===== src/rtl/dep_pkg.sv =====
// Package for the directory entry parser.
// Holds the result word type, result kind codes, register indexes and constants.
// No dependencies.
package dep_pkg;

  localparam int unsigned BLK_BYTES_W   = 17;
  localparam int unsigned ENTRY_LIMIT_W = 15;
  localparam int unsigned CFG_DATA_W    = 17;
  localparam int unsigned CFG_INDEX_W   = 1;
  localparam int unsigned HDR_W         = 56;

  localparam logic [7:0] NAME_KEEP = 8'd255;
  localparam logic [15:0] HDR_BYTES = 16'd8;

  localparam logic [BLK_BYTES_W-1:0]   BLK_BYTES_RST   = 17'd4096;
  localparam logic [ENTRY_LIMIT_W-1:0] ENTRY_LIMIT_RST = 15'd16384;

  typedef enum logic [CFG_INDEX_W-1:0] {
    REG_BLK_BYTES   = 1'b0,
    REG_ENTRY_LIMIT = 1'b1
  } cfg_reg_t;

  typedef enum logic [1:0] {
    KIND_HEADER   = 2'd0,
    KIND_NAME     = 2'd1,
    KIND_OVERFLOW = 2'd2
  } kind_t;

  typedef struct packed {
    kind_t       kind;
    logic [31:0] inode;
    logic [7:0]  type_byte;
    logic [15:0] record_length;
    logic [7:0]  name_length;
    logic [7:0]  name_byte;
    logic        last;
  } result_t;

endpackage


===== src/rtl/directory_entry_parser_top.sv =====
// Top level of the directory entry parser: byte parser plus output skid buffer.
// Depends on dep_pkg and dep_parse.
// A result is registered in the output register, or in the skid register when the output is stalled.
// Throughput: one word per cycle while the output is not stalled; a result that meets a
// stalled output waits in the skid register, which stalls the input until it drains.
// Reset (rst, synchronous) restores the register defaults and clears the parse state apart from the header bytes.
module directory_entry_parser_top (
  input  logic                            clk,
  input  logic                            rst,
  input  logic                            cfg_write_en,
  input  logic [dep_pkg::CFG_INDEX_W-1:0] cfg_index,
  input  logic [dep_pkg::CFG_DATA_W-1:0]  cfg_data,
  input  logic                            in_valid,
  output logic                            in_stall,
  input  logic [7:0]                      data_byte,
  input  logic                            block_start,
  input  logic                            listing_start,
  output logic                            out_valid,
  input  logic                            out_stall,
  output dep_pkg::kind_t                  kind,
  output logic [31:0]                     inode,
  output logic [7:0]                      type_byte,
  output logic [15:0]                     record_length,
  output logic [7:0]                      name_length,
  output logic [7:0]                      name_byte,
  output logic                            last
);
  import dep_pkg::*;

  logic    accept;
  logic    res_valid;
  result_t res;
  result_t out_word;
  logic    skid_valid;
  result_t skid_word;
  logic    pop;

  assign in_stall = skid_valid;
  assign accept   = in_valid && !in_stall;
  assign pop      = out_valid && !out_stall;

  dep_parse u_parse (
    .clk           (clk),
    .rst           (rst),
    .cfg_write_en  (cfg_write_en),
    .cfg_index     (cfg_index),
    .cfg_data      (cfg_data),
    .accept        (accept),
    .data_byte     (data_byte),
    .block_start   (block_start),
    .listing_start (listing_start),
    .res_valid     (res_valid),
    .res           (res)
  );

  always_ff @(posedge clk) begin
    if (rst) begin
      out_valid  <= 1'b0;
      skid_valid <= 1'b0;
    end else if (skid_valid) begin
      if (pop) begin
        out_valid  <= 1'b1;
        skid_valid <= 1'b0;
      end
    end else if (!out_valid || pop) begin
      out_valid <= accept && res_valid;
    end else if (accept && res_valid) begin
      skid_valid <= 1'b1;
    end
  end

  always_ff @(posedge clk) begin
    if (skid_valid) begin
      if (pop) begin
        out_word <= skid_word;
      end
    end else if (!out_valid || pop) begin
      out_word <= res;
    end else begin
      skid_word <= res;
    end
  end

  assign kind          = out_word.kind;
  assign inode         = out_word.inode;
  assign type_byte     = out_word.type_byte;
  assign record_length = out_word.record_length;
  assign name_length   = out_word.name_length;
  assign name_byte     = out_word.name_byte;
  assign last          = out_word.last;

  a_skid_needs_out: assert property (@(posedge clk) disable iff (rst)
    skid_valid |-> out_valid)
    else $error("skid word held without an output word");

  a_skid_fill: assert property (@(posedge clk) disable iff (rst)
    $rose(skid_valid) |-> $past(accept && res_valid && out_valid && out_stall))
    else $error("skid filled without a stalled result");

  a_no_loss: assert property (@(posedge clk) disable iff (rst)
    (accept && res_valid && out_valid && out_stall) |=> skid_valid)
    else $error("result dropped under output stall");

  a_name_fields: assert property (@(posedge clk) disable iff (rst)
    (out_valid && kind == KIND_NAME) |-> (inode == 32'd0 && name_length == 8'd0))
    else $error("name word carries header fields");

endmodule


===== src/rtl/dep_parse.sv =====
// Record parser state and per-byte decode for linear directory blocks.
// Holds the configuration registers and produces at most one result per word.
// Depends on dep_pkg.
module dep_parse (
  input  logic                            clk,
  input  logic                            rst,
  input  logic                            cfg_write_en,
  input  logic [dep_pkg::CFG_INDEX_W-1:0] cfg_index,
  input  logic [dep_pkg::CFG_DATA_W-1:0]  cfg_data,
  input  logic                            accept,
  input  logic [7:0]                      data_byte,
  input  logic                            block_start,
  input  logic                            listing_start,
  output logic                            res_valid,
  output dep_pkg::result_t                res
);
  import dep_pkg::*;

  logic [BLK_BYTES_W-1:0]   blk_bytes;
  logic [ENTRY_LIMIT_W-1:0] entry_limit;

  logic [BLK_BYTES_W-1:0]   block_position, block_position_next;
  logic [15:0]              record_offset, record_offset_next;
  logic [HDR_W-1:0]         header_bytes, header_bytes_next;
  logic [7:0]               name_bytes_left, name_bytes_left_next;
  logic                     skip_rest_of_block, skip_rest_of_block_next;
  logic                     overflow_error, overflow_error_next;
  logic [ENTRY_LIMIT_W-1:0] live_count, live_count_next;

  logic                   new_block;
  logic                   active;
  logic [BLK_BYTES_W-1:0] pos_e;
  logic [15:0]            off_e;
  logic [16:0]            off_inc;
  logic [BLK_BYTES_W-1:0] rec_start;
  logic [BLK_BYTES_W:0]   rec_end;
  logic [31:0]            hdr_inode;
  logic [15:0]            hdr_rec_len;
  logic [7:0]             hdr_name_len;
  logic [15:0]            room;
  logic [7:0]             keep_cap;
  logic [7:0]             keep;
  logic                   bad_record;

  always_ff @(posedge clk) begin
    if (rst) begin
      blk_bytes   <= BLK_BYTES_RST;
      entry_limit <= ENTRY_LIMIT_RST;
    end else if (cfg_write_en) begin
      unique case (cfg_reg_t'(cfg_index))
        REG_BLK_BYTES:   blk_bytes   <= cfg_data[BLK_BYTES_W-1:0];
        REG_ENTRY_LIMIT: entry_limit <= cfg_data[ENTRY_LIMIT_W-1:0];
        default: ;
      endcase
    end
  end

  always_ff @(posedge clk) begin
    if (rst) begin
      block_position     <= '0;
      record_offset      <= '0;
      name_bytes_left    <= '0;
      skip_rest_of_block <= 1'b0;
      overflow_error     <= 1'b0;
      live_count         <= '0;
    end else if (accept) begin
      block_position     <= block_position_next;
      record_offset      <= record_offset_next;
      name_bytes_left    <= name_bytes_left_next;
      skip_rest_of_block <= skip_rest_of_block_next;
      overflow_error     <= overflow_error_next;
      live_count         <= live_count_next;
    end
  end

  always_ff @(posedge clk) begin
    if (accept) begin
      header_bytes <= header_bytes_next;
    end
  end

  always_comb begin
    new_block               = block_start | listing_start;
    pos_e                   = new_block ? '0 : block_position;
    off_e                   = new_block ? '0 : record_offset;
    block_position_next     = pos_e;
    record_offset_next      = off_e;
    header_bytes_next       = header_bytes;
    name_bytes_left_next    = new_block ? '0 : name_bytes_left;
    skip_rest_of_block_next = new_block ? 1'b0 : skip_rest_of_block;
    overflow_error_next     = listing_start ? 1'b0 : overflow_error;
    live_count_next         = listing_start ? '0 : live_count;

    hdr_inode    = header_bytes[31:0];
    hdr_rec_len  = header_bytes[47:32];
    hdr_name_len = header_bytes[55:48];
    off_inc      = {1'b0, off_e} + 17'd1;
    rec_start    = pos_e - BLK_BYTES_W'(7);
    rec_end      = {1'b0, rec_start} + {2'b00, hdr_rec_len};
    bad_record   = (hdr_rec_len < HDR_BYTES) || (hdr_rec_len[1:0] != 2'b00) ||
                   (rec_end > {1'b0, blk_bytes});
    room         = hdr_rec_len - HDR_BYTES;
    keep_cap     = (hdr_name_len > NAME_KEEP) ? NAME_KEEP : hdr_name_len;
    keep         = ({8'd0, keep_cap} > room) ? room[7:0] : keep_cap;

    res_valid         = 1'b0;
    res               = '0;
    res.kind          = KIND_HEADER;

    active = !overflow_error_next && (pos_e < blk_bytes);
    if (active) begin
      block_position_next = pos_e + BLK_BYTES_W'(1);
      if (!skip_rest_of_block_next) begin
        if (off_e < HDR_BYTES) begin
          if (off_e[2:0] != 3'd7) begin
            if (off_e[2:0] == 3'd0) begin
              header_bytes_next = {48'd0, data_byte};
            end else begin
              header_bytes_next[8*off_e[2:0] +: 8] = data_byte;
            end
            record_offset_next = off_inc[15:0];
          end else if (bad_record) begin
            skip_rest_of_block_next = 1'b1;
          end else if (hdr_inode != 32'd0) begin
            if (live_count_next >= entry_limit) begin
              overflow_error_next = 1'b1;
              res_valid           = 1'b1;
              res.kind            = KIND_OVERFLOW;
              res.last            = 1'b1;
            end else begin
              live_count_next      = live_count_next + ENTRY_LIMIT_W'(1);
              name_bytes_left_next = keep;
              res_valid            = 1'b1;
              res.kind             = KIND_HEADER;
              res.inode            = hdr_inode;
              res.type_byte        = data_byte;
              res.record_length    = hdr_rec_len;
              res.name_length      = keep;
              res.last             = (keep == 8'd0);
              record_offset_next   = (hdr_rec_len == HDR_BYTES) ? '0 : HDR_BYTES;
            end
          end else begin
            name_bytes_left_next = '0;
            record_offset_next   = (hdr_rec_len == HDR_BYTES) ? '0 : HDR_BYTES;
          end
        end else begin
          if (name_bytes_left_next != 8'd0) begin
            name_bytes_left_next = name_bytes_left_next - 8'd1;
            res_valid            = 1'b1;
            res.kind             = KIND_NAME;
            res.name_byte        = data_byte;
            res.last             = (name_bytes_left_next == 8'd0);
          end
          record_offset_next = (off_inc >= {1'b0, hdr_rec_len}) ? '0 : off_inc[15:0];
        end
      end
    end
  end

endmodule


===== config.mk =====
export PLATFORM = sky130hd
export DESIGN_NAME = directory_entry_parser_top
export DESIGN_NICKNAME = d
export VERILOG_FILES = /design/src/rtl/dep_pkg.sv /design/src/rtl/directory_entry_parser_top.sv /design/src/rtl/dep_parse.sv
export SDC_FILE = /design/constraint.sdc
export NUM_CORES = 1
export LEC_CHECK = 0
export BUFFER_PORTS_ARGS = -buffer_cell sky130_fd_sc_hd__buf_2
export CORE_ASPECT_RATIO = 0.8
export CORE_MARGIN = 1
export CORE_UTILIZATION = 25
export CTS_CLUSTER_SIZE = 20
export DETAILED_ROUTE_END_ITERATION = 8
export SLEW_MARGIN = 20
export SYNTH_ARGS = -nofsm -noshare
export SYNTH_HDL_FRONTEND = slang
export SYNTH_SLANG_ARGS = --single-unit

===== constraint.sdc =====
create_clock -name clk -period 23.7 [get_ports clk]
set_input_delay 1.185 -clock clk [delete_from_list [all_inputs] [get_ports clk]]
set_output_delay 1.185 -clock clk [all_outputs]
set_load 0.02 [all_outputs]

# Word level (Yosys, flattened, before mapping)
# Index checks and enable logic that the tools add are counted.
# word_totals
output_inout_bits,77
register_bits,298
wordCells,156
inputBits,33
# op_classes
shift,2
add_sub_neg,8
bitwise_logic,5
mux,81
reduce_logical,23
eq_ne,3
n_lt_le_gt_ge,8
# op_table
operator,count
75-bit two-way mux,5
66-bit two-way mux,3
16-bit two-way mux,9
64-bit two-way mux,2
15-bit two-way mux,8
8-bit two-way mux,13
56-bit bitwise mux,1
8-bit by 34-bit variable shift with 56-bit output (first input constant),1
8-bit by 34-bit indexed part select with 56-bit output,1
1-bit two-way mux,34
17-bit two-way mux,2
6-bit negation with 34-bit output,1
16-bit by 4-bit < comparator with 1-bit output (second input constant),2
32-bit nonzero test,1
17-bit by 16-bit adder with 18-bit output,1
18-bit by 17-bit > comparator with 1-bit output,1
16-bit by 1-bit adder with 17-bit output (second input constant),1
17-bit by 1-bit adder with 17-bit output (second input constant),1
17-bit by 16-bit >= comparator with 1-bit output,1
17-bit < comparator,1
17-bit by 3-bit subtractor with 17-bit output (second input constant),1
16-bit by 4-bit equality test with 1-bit output (second input constant),1
8-bit by 16-bit > comparator with 1-bit output,1
8-bit zero test,2
20 further kinds,36

# Depth between registers and ports, before layout
# Gate-level depths: netlist (run 1).
# depth
word_depth,15
ltp_mapped,30
depth_no_buf,25

# Modules after synthesis
# Synthesis (run 1) repeated with hierarchy kept, for this count alone.
# unflattened
cells_unflattened,1690
hier_area_um2,17282.8
# modules_own_cells
module,area_per_inst_um2,cells_each,seq_area_each_um2,n_inst
dep_parse,11377.2,1445,3483.3,1
directory_entry_parser_top,5905.7,245,4544.4,1

# Least setup slack after synthesis (run 1)
# Ideal clock, no wire load.
# synth_path
path_kind,input-to-reg
startpoint,in listing_start
endpoint,"reg u_parse.header_bytes[0], enable pin"
setup_slack_ps,15423
required_ps,23366
path_buffers,5
t_arrival_ps,7942
path_stages,15
setup_time_ps,334
cell_sequence,nor2_1 > clkbuf_1 > clkbuf_1 > clkbuf_1 > clkbuf_1 > and2_1 > ha_1 > a21oi_1 > o21ai_1 > nor3_1 > o31a_1 > o21ai_1 > buf_2 > nor3_1 > and2_1
# synth_between
elab_chain_cells,5
elab_cells_between_ends,12
classes_between,order compare (2); eq/ne (1); mux (4); bitwise (2); reduce/logical (3)
# synth_rtl
element,line,text
"start, declared",directory_entry_parser_top.sv:17,"input logic listing_start,"
1-bit OR,dep_parse.sv:83,new_block = block_start | listing_start;
17-bit two-way mux,dep_parse.sv:84,pos_e = new_block ? '0 : block_position;
17-bit < comparator,dep_parse.sv:110,active = !overflow_error_next && (pos_e < blk_bytes);
1-bit logical AND,dep_parse.sv:110,
5-bit AND reduction (no line) (*),--,
"end signal, assigned",dep_parse.sv:78,header_bytes <= header_bytes_next;
"end, declared",dep_parse.sv:24,"logic [HDR_W-1:0] header_bytes, header_bytes_next;"
# Every way passes the cells marked *; elsewhere a longest branch is shown, timed or not.
# A chain may end at the register's enable or synchronous reset.

# Worst setup path after layout (run 1)
# layout_path
startpoint,in listing_start
endpoint,reg u_parse.live_count[13]
# layout_between
elab_chain_cells,11
elab_cells_between_ends,24
classes_between,add/sub (3); order compare (4); eq/ne (1); mux (12); bitwise (1); reduce/logical (3)
# layout_rtl
element,line,text
1-bit OR,dep_parse.sv:83,
17-bit two-way mux,dep_parse.sv:84,
17-bit by 3-bit subtractor with 17-bit output,dep_parse.sv:98,rec_start = pos_e - BLK_BYTES_W'(7);
17-bit by 16-bit adder with 18-bit output,dep_parse.sv:99,"rec_end = {1'b0, rec_start} + {2'b00, hdr_rec_len};"
18-bit by 17-bit > comparator with 1-bit output,dep_parse.sv:101,"(rec_end > {1'b0, blk_bytes});"
1-bit logical OR,dep_parse.sv:100,bad_record = (hdr_rec_len < HDR_BYTES) || (hdr_rec_len[1:0] != 2'b00) ||
15-bit two-way mux,dep_parse.sv:122,end else if (bad_record) begin
15-bit two-way mux,dep_parse.sv:115,if (off_e[2:0] != 3'd7) begin
15-bit two-way mux,dep_parse.sv:114,if (off_e < HDR_BYTES) begin
15-bit two-way mux,dep_parse.sv:113,if (!skip_rest_of_block_next) begin
15-bit two-way mux (*),dep_parse.sv:111,if (active) begin
"end signal, assigned",dep_parse.sv:72,live_count <= live_count_next;
"end, declared",dep_parse.sv:28,"logic [ENTRY_LIMIT_W-1:0] live_count, live_count_next;"
# Marks and branches as above.

==> qor.tcl, run 1 <==
set qor(tritoncts) {yes}
set qor(vdd_drop_max_uv) 36.07
set qor(final_layout_size_suffix_gt1_share_pct) 15.13
set qor(die_area_sq_um) 68090
set qor(h-tree-depth) 2
set qor(leading_cell_types_in_the_layout_fill_and_taps_excluded) {edfxtp_1, nand2_1, a21oi_1}
set qor(timing.reg2reg.worst_path_depth) 23
set qor(antenna_violating_nets_post_route) 0
set qor(setup.reg_to_reg.worst_slack_ps) 17820
set qor(cts.root.buffer_cell) {clkbuf_16}
set qor(synth_area_leader_cell) {edfxtp_1}
set qor(synth.cell_area_sq_um) 16760
set qor(worstSetupStartpointType) {input pin}
set qor(achievable-frequency_mhz) 142.5
set qor(final.fill_count) 6850
set qor(status) {complete, no violations}
set qor(detailedRoute.firstPassIterationCount) 6
set qor(period_utilisation_layout_pct) 29.62
set qor(async_reset_ff_share_pct) 0
set qor(number_of_global_route_vias_before_repair) 12570
set qor(gpl_wtd_cong) 0.9207
set qor(cpMaxStageDelayCell) {a2111oi_4}
set qor(mostFrequentLayoutCell) {edfxtp_1}
set qor(grtUsageTotal_pct) 13.71
set qor(p_int_uw) 867.2
set qor(synth_largest_type_area_fraction_pct) 36.91
set qor(finalWirelength_mm) 47.66
set qor(clk_pin_slew_ps) 60
set qor(max_cap_violations) 0
set qor(growth_of_design_area_from_synthesis_to_finish_pct) 14.88
set qor(dieHeight_um) 233.6
set qor(fin_worst_skew_ps) 25.45
set qor(num-nets-final) 1907
set qor(yosys_warnings) 0
set qor(hold_depth) 2
set qor(slew_headroom_pct) 30.56
set qor(power_density_nw_per_um2) 60.03
set qor(critical_path.most_common_cell) {a21oi_1}
set qor(grt_max_degree) 85
set qor(hold-worst-slack_ps) 458.5
set qor(antenna_violations_before_repair) 1
set qor(drt_iter0_markers) 1310
set qor(post_cts.resized_instances) 0
set qor(starting_density_of_the_core_pct) 25.39
set qor(end_point_of_the_most_critical_hold_path) {u_parse.blk_bytes[8]}
set qor(cts_inserted_buffers) 34
set qor(worstReg2RegEnd) {u_parse.live_count[13]}
set qor(critical_path.max_stage_delay_ps) 490
set qor(core_region_area_sq_um) 66000
set qor(crit_path_end_kind) {flip-flop}
set qor(postSynthAreaPerCell_sq_um) 9.889
set qor(die-width_um) 291.5
set qor(avgViaCountPerCell) 4.973
set qor(clkPwrFrac_pct) 42.5
set qor(synth_edf_count) 206
set qor(post_synth_main_area_contributors) {edfxtp_1, dfxtp_1, ha_1, mux2_2, nand2_1}
set qor(buffer_levels_on_the_longest_clock_path) 3
set qor(power.sequential.fraction_pct) 49.4
set qor(overflow) 0
set qor(vias) 13220
set qor(power.leakage_uw) 0.007587
set qor(final.setup.tns_ps) 0
set qor(row_count) 84
set qor(total_of_endpoints_with_negative_setup_slack_in_the_final_report) 0
set qor(grt_setup_unrepaired) {no}
set qor(net-switching-power_uw) 288.7
set qor(hold_viol) 0
set qor(routedWlPerCell_um) 17.93
set qor(boundaryPins) 110
set qor(timing_max_transition_violations_final) 0
set qor(worst-path-max-fanout) 52
set qor(antenna-diode-count) 0
set qor(clk_latency_ps) 550
set qor(rr_startpoint) {u_parse.block_position[0]}
set qor(hold_buffers) 0
set qor(post_route_drc) 0
set qor(netlist_instances) 1695
set qor(number_of_synthesized_register_bits) 298
set qor(fraction_of_power_spent_switching_nets_pct) 24.98
set qor(grt_pass1_wl_mm) 73.45
set qor(cts_setup_buffers) 0
set qor(yosys.cell_types.count) 84
set qor(hold_path.startpoint) {u_parse.blk_bytes[8]}
set qor(yosysSeqAreaShare_pct) 47.89
set qor(worstHoldPathType) {reg2reg}
set qor(worst_ep_required_time_ps) 24180
set qor(critical_path_arrival_ps) 7500
set qor(port_buf_inserts) 109
set qor(tightest_slew_ps) 1020
set qor(detailedPlacementHpwl_mm) 33.71
set qor(synth_flop_cell) {edfxtp_1}
set qor(timing.final.crit_period_ps) 7019
set qor(tritoncts_num_sinks) 298
set qor(worst-setup-path-type) {in2reg}
set qor(share_comb_of_total_power_pct) 8.1
[per-stage QoR]
step | setup slack, ps | util, % | area (sq um) | instances | power [uW]
global placement | 15940 | 27.58 | 18200 | 2599 | 671.8
detailed placement | 15840 | 27.58 | 18200 | 2599 | 674.3
finish | 16680 | 29.17 | 19250 | 2658 | 1156
global route | 16000 | 29.17 | 19250 | 2658 | 1198
CTS | 16390 | 29.10 | 19210 | 2656 | 1169
floorplan | 15420 | - | 16760 | 1696 | 640.5
[how the worst max path moves through the flow]
stage               slack, ps                       to          start
global route            16000           name_length[3]  listing_start
CTS                     16390   u_parse.live_count[11]  listing_start
detailed placement      15840   u_parse.live_count[13]  listing_start
global placement        15940   u_parse.live_count[11]  listing_start
floorplan               15420  u_parse.header_bytes[0]  listing_start
finish                  16680   u_parse.live_count[13]  listing_start
[cells by family (layout without fill, tap and decap cells)]
| logic type | count (synthesis) | after routing | synth area share [%] |
|---|---|---|---|
| simple gates | 667 | 667 | 19.81 |
| fa+ha+maj | 100 | 100 | 7.480 |
| compound gates | 326 | 326 | 12.34 |
| other cells | 1 | 2 | 0.02237 |
| buf+inv | 158 | 260 | 3.665 |
| mux | 87 | 87 | 5.755 |
| flops | 298 | 298 | 47.89 |
| xor+xnor | 58 | 58 | 3.031 |
[sequential cells by signal (all words and copies together) (netlist names), 2 cells and up]
name,count
inode,32
kind,2
name_byte,8
name_length,8
record_length,16
skid_word,75
type_byte,8
u_parse.blk_bytes,17
u_parse.block_position,17
u_parse.entry_limit,15
u_parse.header_bytes,56
u_parse.live_count,15
u_parse.name_bytes_left,8
u_parse.record_offset,16
[synthesized netlist by cell type, types with 4 or more instances]
cell	count
o21a_1	9
xnor2_1	37
o31a_1	4
a31oi_1	10
o31ai_1	4
xor2_1	21
mux2_2	75
buf_2	8
nand3_1	64
nor3b_1	5
o22ai_1	5
a41oi_1	4
buf_1	4
and3_1	25
a211o_1	5
o21ai_0	52
nand2_1	199
nor4_1	26
inv_1	77
a21oi_1	134
o211ai_1	19
nor3_1	32
and4_1	7
clkbuf_1	65
nand2b_1	8
dfxtp_1	92
a21o_1	13
or4_1	5
a211oi_1	8
ha_1	96
nand4_1	17
mux2i_1	12
a22oi_1	12
nor2b_1	28
and2_1	95
or2_2	4
edfxtp_1	206
nor2_1	133
[power by group through the flow]
stage / sequential, uW / combinational, uW / clock [uW]
finish: 571 / 93.2 / 491
global route: 572 / 104 / 522
CTS: 572 / 92.4 / 505
detailed placement: 583 / 91.8 / 0
global placement: 582 / 89.5 / 0
floorplan: 577 / 63.2 / 0
[metal layers]
metal	vias up	GRT usage (%)	routed length, um
met5	-	0	0
met4	0	4.293	1237
met3	75	2.655	3460
met2	449	20.88	20620
met1	6414	19.40	22340
li1	6279	-	-
[critical path: cells and delay by family]
kind	cells	cell delay (ps)
AO/OA/AOI/OAI	11	2580
multiplexers	1	190
buffers and inverters	3	1040
AND/OR/NAND/NOR	8	1300
adder cells (fa/ha/maj)	3	910
XOR/XNOR	2	250
[final cells by class]
| class | count | area (sq um) | share of cell area (%) |
|---|---|---|---|
| Multi-Input combinational cell | 1240 | 8154 | 42.35 |
| Sequential cell | 298 | 8031 | 41.71 |
| Tap cell | 860 | 1076 | 5.588 |
| Clock buffer | 42 | 912.1 | 4.737 |
| Timing Repair Buffer | 125 | 693.2 | 3.600 |
| Inverter | 78 | 292.8 | 1.521 |
| Clock inverter | 15 | 95.09 | 0.4939 |
Note: power is estimated with default switching activity, not from simulation.
==> run 2: changes to the inputs <==
Settings changed: ABC_AREA set to 1.
Clock period 23.7 ns to 5.85 ns, I/O delays scaled along.
==> qor.tcl, run 2 <==
set qor(fin_worst_skew_ps) 25.67 ;# +0.2144 ps
set qor(critical_path_arrival_ps) 5670 ;# -1830 ps
set qor(detailedRoute.firstPassIterationCount) 5 ;# -1
set qor(synth_largest_type_area_fraction_pct) 35.39 ;# -1.5 points
set qor(cts.root.buffer_cell) {clkbuf_16}
set qor(yosys.cell_types.count) 55 ;# -35%
set qor(synth_edf_count) 206 ;# unchanged
set qor(critical_path.most_common_cell) {nand2_1}
set qor(post_synth_main_area_contributors) {edfxtp_1, dfxtp_1, nand2_1, ha_1, inv_1}
set qor(max_cap_violations) 0 ;# unchanged
set qor(antenna-diode-count) 0 ;# unchanged
set qor(synth_xor_area_share_pct) 2.606 ;# -0.42 points
set qor(yosys.area_share.simple_pct) 21.27 ;# +1.5 points
set qor(antenna_violating_nets_post_route) 0 ;# unchanged
set qor(leading_cell_types_in_the_layout_fill_and_taps_excluded) {nand2_1, inv_1, edfxtp_1}
set qor(tritoncts_num_sinks) 298 ;# unchanged
set qor(finalPower_uw) 4955 ;# +330%
set qor(mostFrequentLayoutCell) {nand2_1}
set qor(register_area_sq_um) 8031 ;# unchanged
set qor(post-synth-top-count-cell) {nand2_1}
set qor(boundaryPins) 110 ;# unchanged
set qor(buffer_levels_on_the_longest_clock_path) 3 ;# unchanged
set qor(postSynthAreaPerCell_sq_um) 8.674 ;# -12%
set qor(yosysSeqAreaShare_pct) 45.93 ;# -2.0 points
set qor(grt_setup_unrepaired) {no}
set qor(final.fill_count) 7211 ;# +5.3%
set qor(synth_area_leader_cell) {edfxtp_1}
set qor(synth_flop_cell) {edfxtp_1}
set qor(growth_of_design_area_from_synthesis_to_finish_pct) 16.16
set qor(power.leakage_uw) 0.008818 ;# +16%
set qor(power_density_nw_per_um2) 244.1 ;# +310%
set qor(port_buf_inserts) 109 ;# unchanged
set qor(h-tree-depth) 2 ;# unchanged
set qor(slew_headroom_pct) 37.25 ;# +6.7 points
set qor(grtUsageTotal_pct) 13.47 ;# -0.23 points
set qor(row_count) 86 ;# +2.4%
set qor(clk_latency_ps) 570 ;# +20 ps
set qor(post_route_drc) 0 ;# unchanged
set qor(cts_inserted_buffers) 36 ;# +5.9%
set qor(die-width_um) 297.6 ;# +2.1%
set qor(avgViaCountPerCell) 4.533 ;# -8.8%
set qor(worst_ep_required_time_ps) 6270 ;# -17910 ps
set qor(total_of_endpoints_with_negative_setup_slack_in_the_final_report) 0 ;# unchanged
set qor(worstSetupStartpointType) {flip-flop}
set qor(drt_iter0_markers) 1115 ;# -15%
set qor(netlist_instances) 2015 ;# +19%
set qor(hold_viol) 0 ;# unchanged
set qor(final_layout_size_suffix_gt1_share_pct) 15.45 ;# +0.32 points
set qor(yosys-mux-area-fraction_pct) 3.866 ;# -1.9 points
set qor(top_register) {skid_word}
set qor(clk_pin_slew_ps) 60 ;# about the same
set qor(vdd_drop_max_uv) 168.3 ;# +370%
set qor(starting_density_of_the_core_pct) 25.34 ;# -0.054 points
set qor(crit_buf_inv) 6 ;# +3
set qor(synth_top_family_by_area) {simple AND/OR/NAND/NOR gates}
set qor(antenna_violations_before_repair) 1 ;# unchanged
set qor(fraction_of_the_mapped_netlist_area_in_compound_gates_pct) 11.10 ;# -1.2 points
set qor(num-nets-final) 2253 ;# +18%
set qor(period_utilisation_layout_pct) 89.71
set qor(final.setup.tns_ps) 0 ;# unchanged
set qor(vias) 13930 ;# +5.4%
set qor(critical_path.max_stage_delay_ps) 360 ;# -130 ps
set qor(timing.final.crit_period_ps) 5248
set qor(grt_max_degree) 67 ;# -21%
set qor(core_region_area_sq_um) 68970 ;# +4.5%
set qor(family_of_cells_with_the_greatest_summed_delay_on_the_critical_path) {simple AND/OR/NAND/NOR gates}
set qor(number_of_flip_flops_in_the_largest_register) 75 ;# unchanged
set qor(number_of_synthesized_register_bits) 298 ;# unchanged
set qor(finalWirelength_mm) 48.22 ;# +1.2%
set qor(detailedPlacementHpwl_mm) 34.87 ;# +3.5%
set qor(synth.top_cells.by_count) {nand2_1, inv_1, edfxtp_1, nor2_1, a21oi_1}
set qor(dieHeight_um) 238.5 ;# +2.1%
set qor(number_of_global_route_vias_before_repair) 13130 ;# +4.4%
set qor(worstHoldPathType) {in2reg}
set qor(status) {complete, no violations}
set qor(tritoncts) {yes}
set qor(cpMaxStageDelayCell) {ha_1}
set qor(overflow) 0 ;# unchanged
set qor(worst-path-max-fanout) 29 ;# -44%
set qor(gpl_wtd_cong) 0.9012 ;# -2.1%
set qor(achievable-frequency_mhz) 190.5
set qor(grt_pass1_wl_mm) 75.60 ;# +2.9%
set qor(multi_input_area_sq_um) 8071 ;# -1.0%
set qor(async_reset_ff_share_pct) 0 ;# unchanged
set qor(die_area_sq_um) 70980 ;# +4.2%
set qor(synth.cell_area_sq_um) 17480 ;# +4.3%
set qor(worst-setup-path-type) {reg2reg}
set qor(tightest_slew_ps) 940.3 ;# -79.52 ps
set qor(crit_path_end_kind) {flip-flop}
set qor(routedWlPerCell_um) 15.69 ;# -12%
set qor(adder_and_majority_cell_fraction_of_the_synthesized_area_pct) 6.987 ;# -0.49 points
set qor(cts_setup_buffers) 0 ;# unchanged
set qor(timing_max_transition_violations_final) 0 ;# unchanged
set qor(yosys_warnings) 0 ;# unchanged
## run 2: cell count changes after synthesis, moves of 43 or more
cell     before  now
and2_1       95    1
o21ai_0      52  139
nand2_1     199  348
nor2_1      133  193
inv_1        77  276
a21oi_1     134  177
## run 2: routing by layer
layer	part of all wire, %	wire length [um]	global-route usage [%]	vias up
li1	-	-	-	6993
met1	49	23460	19.53	6492
met2	43	20880	20.41	373
met3	5.5	2631	1.999	70
met4	2.5	1222	4.327	2
met5	0.035	17	0	-
## run 2: cells by family (layout without fill, tap and decap cells)
family                     after synthesis  in the layout
and+or+nand+nor                        790            790
AOI/OAI and AO/OA                      365            365
buffers and inverters                  352            485
DFF                                    298            298
adders and majority gates               97             97
muxes                                   60             60
xor gates and xnor gates                52             52
other                                    1              2
## run 2: metrics by stage
| step | util (%) | area [sq um] | hold WS, ps | worst slack (ps) | std cells |
|---|---|---|---|---|---|
| floorplan | - | 17480 | 422.9 | 714.2 | 2016 |
| detailed placement | 27.64 | 19060 | 462.4 | 95.82 | 3005 |
| CTS | 29.40 | 20280 | 0.7227 | 386.7 | 3073 |
| global placement | 27.64 | 19060 | 453.3 | 261.7 | 3005 |
| finish | 29.43 | 20300 | 19.55 | 602.0 | 3073 |
| global route | 29.43 | 20300 | 55.00 | 51.72 | 3073 |
## run 2: where the power goes
group | internal (uW) | switching, uW
Combinational | 126 | 282
Clock | 1300 | 952
Sequential | 2270 | 24.6
## run 2: final cells by class
class	count	share of cell area, %
well taps	924	5.695
multi-input cells	1366	39.76
repair buffers	139	3.969
inverters	282	5.214
clock buffers	44	4.832
flip-flops and latches	298	39.56
clock inverters	20	0.9737
## run 2: worst paths after layout
| path | to | from | slack, ps | cells after the start |
|---|---|---|---|---|
| worst max-delay path | type_byte[0] | u_parse.block_position[0] | 600 | 34 |
| worst min-delay path | u_parse.blk_bytes[16] | cfg_data[16] | 20 | 3 |
| worst max register to register | type_byte[0] | u_parse.block_position[0] | 600 | 34 |
| worst min register to register | u_parse.overflow_error | u_parse.overflow_error | 470 | 2 |
## run 2: worst register-to-register path: cells and delay by family, from the launching register on
family,cells,cell delay [ps]
mux,1,180
buf+inv,6,680
compound gates,8,1280
simple gates,16,1920
flops,1,320
xor+xnor,1,140
fa+ha+maj,2,630
## run 2: what timing repair did
item                                   4_1_cts  5_1_grt
setup endpoints to repair                    0       39
endpoints found under the hold margin        4        0
resized for setup                            0        8
hold buffers                                 4        0
==> run 3: changes to the inputs <==
Settings changed: CELL_PAD_IN_SITES_DETAIL_PLACEMENT set to 1, CELL_PAD_IN_SITES_GLOBAL_PLACEMENT set to 1, PLACE_DENSITY_LB_ADDON set to 0.1.
==> qor.tcl, run 3 (synthesis results as in run 2) <==
set qor(timing.final.crit_period_ps) 5204 ;# -44.40 ps
set qor(detailedRoute.firstPassIterationCount) 4 ;# -1
set qor(growth_of_design_area_from_synthesis_to_finish_pct) 18.30
set qor(timing_max_transition_violations_final) 0 ;# unchanged
set qor(worst_ep_required_time_ps) 6170 ;# -100 ps
set qor(critical_path_arrival_ps) 5520 ;# -150 ps
set qor(worst-path-max-fanout) 7 ;# -76%
set qor(max_cap_violations) 0 ;# unchanged
set qor(fin_worst_skew_ps) 21.76 ;# -3.910 ps
set qor(clk_pin_slew_ps) 60 ;# about the same
set qor(dr.max_layer_used) {met4}
set qor(vdd_drop_max_uv) 160.4 ;# -4.7%
set qor(met1_length_mm) 32.34 ;# +38%
set qor(power_density_nw_per_um2) 252.7 ;# +3.5%
set qor(die-width_um) 297.6 ;# unchanged
set qor(avgViaCountPerCell) 4.622 ;# +2.0%
set qor(antenna_violating_nets_post_route) 0 ;# unchanged
set qor(number_of_global_route_vias_before_repair) 14710 ;# +12%
set qor(dieHeight_um) 238.5 ;# unchanged
set qor(fin_util_pct) 29.98 ;# +0.54 points
set qor(cts.root.buffer_cell) {clkbuf_16}
set qor(detailedPlacementHpwl_mm) 44.81 ;# +28%
set qor(finish.instance_area_sq_um) 20680 ;# +1.8%
set qor(starting_density_of_the_core_pct) 25.34 ;# unchanged
set qor(vias) 14360 ;# +3.1%
set qor(top_register) {skid_word}
set qor(worstSetupStartpoint) {u_parse.block_position[0]}
set qor(slew_headroom_pct) 33.48 ;# -3.8 points
set qor(core_region_area_sq_um) 68970 ;# unchanged
set qor(routedWlPerCell_um) 19.10 ;# +22%
set qor(mostFrequentLayoutCell) {nand2_1}
set qor(crit_path_end_kind) {flip-flop}
set qor(total_of_endpoints_with_negative_setup_slack_in_the_final_report) 0 ;# unchanged
set qor(cts_inserted_buffers) 39 ;# +8.3%
set qor(number_of_flip_flops_in_the_largest_register) 75 ;# unchanged
set qor(cp-endpoint) {name_length[1]}
set qor(row_count) 86 ;# unchanged
set qor(route.met2.wl_mm) 24.39 ;# +17%
set qor(grt_max_degree) 56 ;# -16%
set qor(critical_path.max_stage_delay_ps) 350 ;# about the same
set qor(drt_iter0_markers) 722 ;# -35%
set qor(finalPower_uw) 5224 ;# +5.4%
set qor(worstHoldPathType) {in2reg}
set qor(worst-setup-path-type) {reg2reg}
set qor(achievable-frequency_mhz) 192.2 ;# +0.85%
set qor(worstReg2RegEnd) {name_length[1]}
set qor(timing.reg2reg.worst_path_depth) 36 ;# +5.9%
set qor(worstSetupStartpointType) {flip-flop}
set qor(critical_path.most_common_cell) {nand2_1}
set qor(cpMaxStageDelayCell) {ha_1}
set qor(leading_cell_types_in_the_layout_fill_and_taps_excluded) {nand2_1, inv_1, edfxtp_1}
set qor(port_buf_inserts) 109 ;# unchanged
set qor(gpl_wtd_cong) 0.8364 ;# -7.2%
set qor(clk_latency_ps) 570 ;# about the same
set qor(hold_viol) 0 ;# unchanged
set qor(period_utilisation_layout_pct) 88.95 ;# -0.76 points
set qor(power.leakage_uw) 0.009019 ;# +2.3%
set qor(tritoncts) {yes}
set qor(boundaryPins) 110 ;# unchanged
set qor(finalWirelength_mm) 59.32 ;# +23%
set qor(tritoncts_num_sinks) 298 ;# unchanged
set qor(num-nets-final) 2280 ;# +1.2%
set qor(place_area_sq_um) 19280 ;# +1.2%
set qor(status) {complete, no violations}
set qor(overflow) 0 ;# unchanged
set qor(buffer_levels_on_the_longest_clock_path) 3 ;# unchanged
set qor(grt_setup_unrepaired) {no}
set qor(h-tree-depth) 2 ;# unchanged
set qor(grt_pass1_wl_mm) 91.33 ;# +21%
set qor(setup.reg_to_reg.worst_slack_ps) 650 ;# +40 ps
set qor(die_area_sq_um) 70980 ;# unchanged
set qor(antenna_violations_before_repair) 1 ;# unchanged
set qor(tightest_slew_ps) 996.7 ;# +56.45 ps
set qor(met3_wirelength_mm) 1.620 ;# -38%
set qor(hold-worst-slack_ps) 35.94 ;# +16.39 ps
set qor(final_layout_size_suffix_gt1_share_pct) 16.74 ;# +1.3 points
set qor(rr_startpoint) {u_parse.block_position[0]}
set qor(post_route_drc) 0 ;# unchanged
set qor(grtUsageTotal_pct) 16.74 ;# +3.3 points
run 3: cell types whose count changed in the layout (fill, tap and decap cells not counted), moves of 2 or more:
cell           previous run  this run
clkbuf_1                  3         9
clkinvlp_4                3         0
buf_12                    2         5
nand2_2                   7         9
clkbuf_8                  5         2
buf_4                    24        47
clkbuf_16                36        42
nand2_1                 348       346
dlygate4sd3_1             4         2
nor3_1                   37        35
clkinv_1                  8        10
nor3_2                    1         3
run 3: cell type report:
type	instances	area (sq um)
Fill cell	8080	48300
Multi-Input combinational cell	1366	8114
Sequential cell	298	8031
Tap cell	924	1156
Clock buffer	53	1112
Inverter	282	1059
Timing Repair Buffer	163	1018
Clock inverter	19	182.7
Antenna cell	1	2.502
run 3: worst min path at each step:
| stage | cells past startpoint | from | slack [ps] | end |
|---|---|---|---|---|
| floorplan | 2 | cfg_data[12] | 420 | u_parse.blk_bytes[12] |
| global placement | 2 | u_parse.skip_rest_of_block | 460 | u_parse.skip_rest_of_block |
| detailed placement | 2 | u_parse.skip_rest_of_block | 460 | u_parse.skip_rest_of_block |
| CTS | 3 | cfg_data[16] | 1 | u_parse.blk_bytes[16] |
| global route | 3 | cfg_data[2] | 50 | u_parse.blk_bytes[2] |
| finish | 3 | cfg_data[16] | 40 | u_parse.blk_bytes[16] |
run 3: metrics by stage:
stage          cells  worst slack [ps]  TNS (ps)
4_1_cts         3104             144.0         0
2_1_floorplan   2016             714.2         0
6_report        3106             646.4         0
5_1_grt         3105             9.507         0
3_5_place_dp    3030            -73.95    -702.8
3_3_place_gp    3030             51.08         0
run 3: worst max-delay path, delay by kind of cell, from the launching register on:
family | cells | cell delay [ps]
xor gates and xnor gates | 1 | 140
and+or+nand+nor | 18 | 1660
muxes | 1 | 260
buffers and inverters | 7 | 820
adders and majority gates | 2 | 620
DFF | 1 | 330
AOI/OAI and AO/OA | 7 | 1130
run 3: what timing repair did:
item,4_1_cts,5_1_grt
endpoints found under the setup margin,0,167
hold buffers,2,0
hold endpoints to repair,2,0
resized for setup,0,16
buffers inserted,0,1
run 3: where the power goes:
part	switching (uW)	leakage, uW	internal, uW	total [uW]
registers	23.7	0.00310	2270	2300
clock network	1010	0.000638	1470	2480
logic	319	0.00528	130	449
total	1350	0.00902	3870	5220
run 3: layer usage:
layer | GRT usage [%] | up-vias
met1 | 26.00 | 7078
met2 | 24.24 | 171
met3 | 2.045 | 57
met5 | 0 | -
li1 | - | 7050
met4 | 3.811 | 0
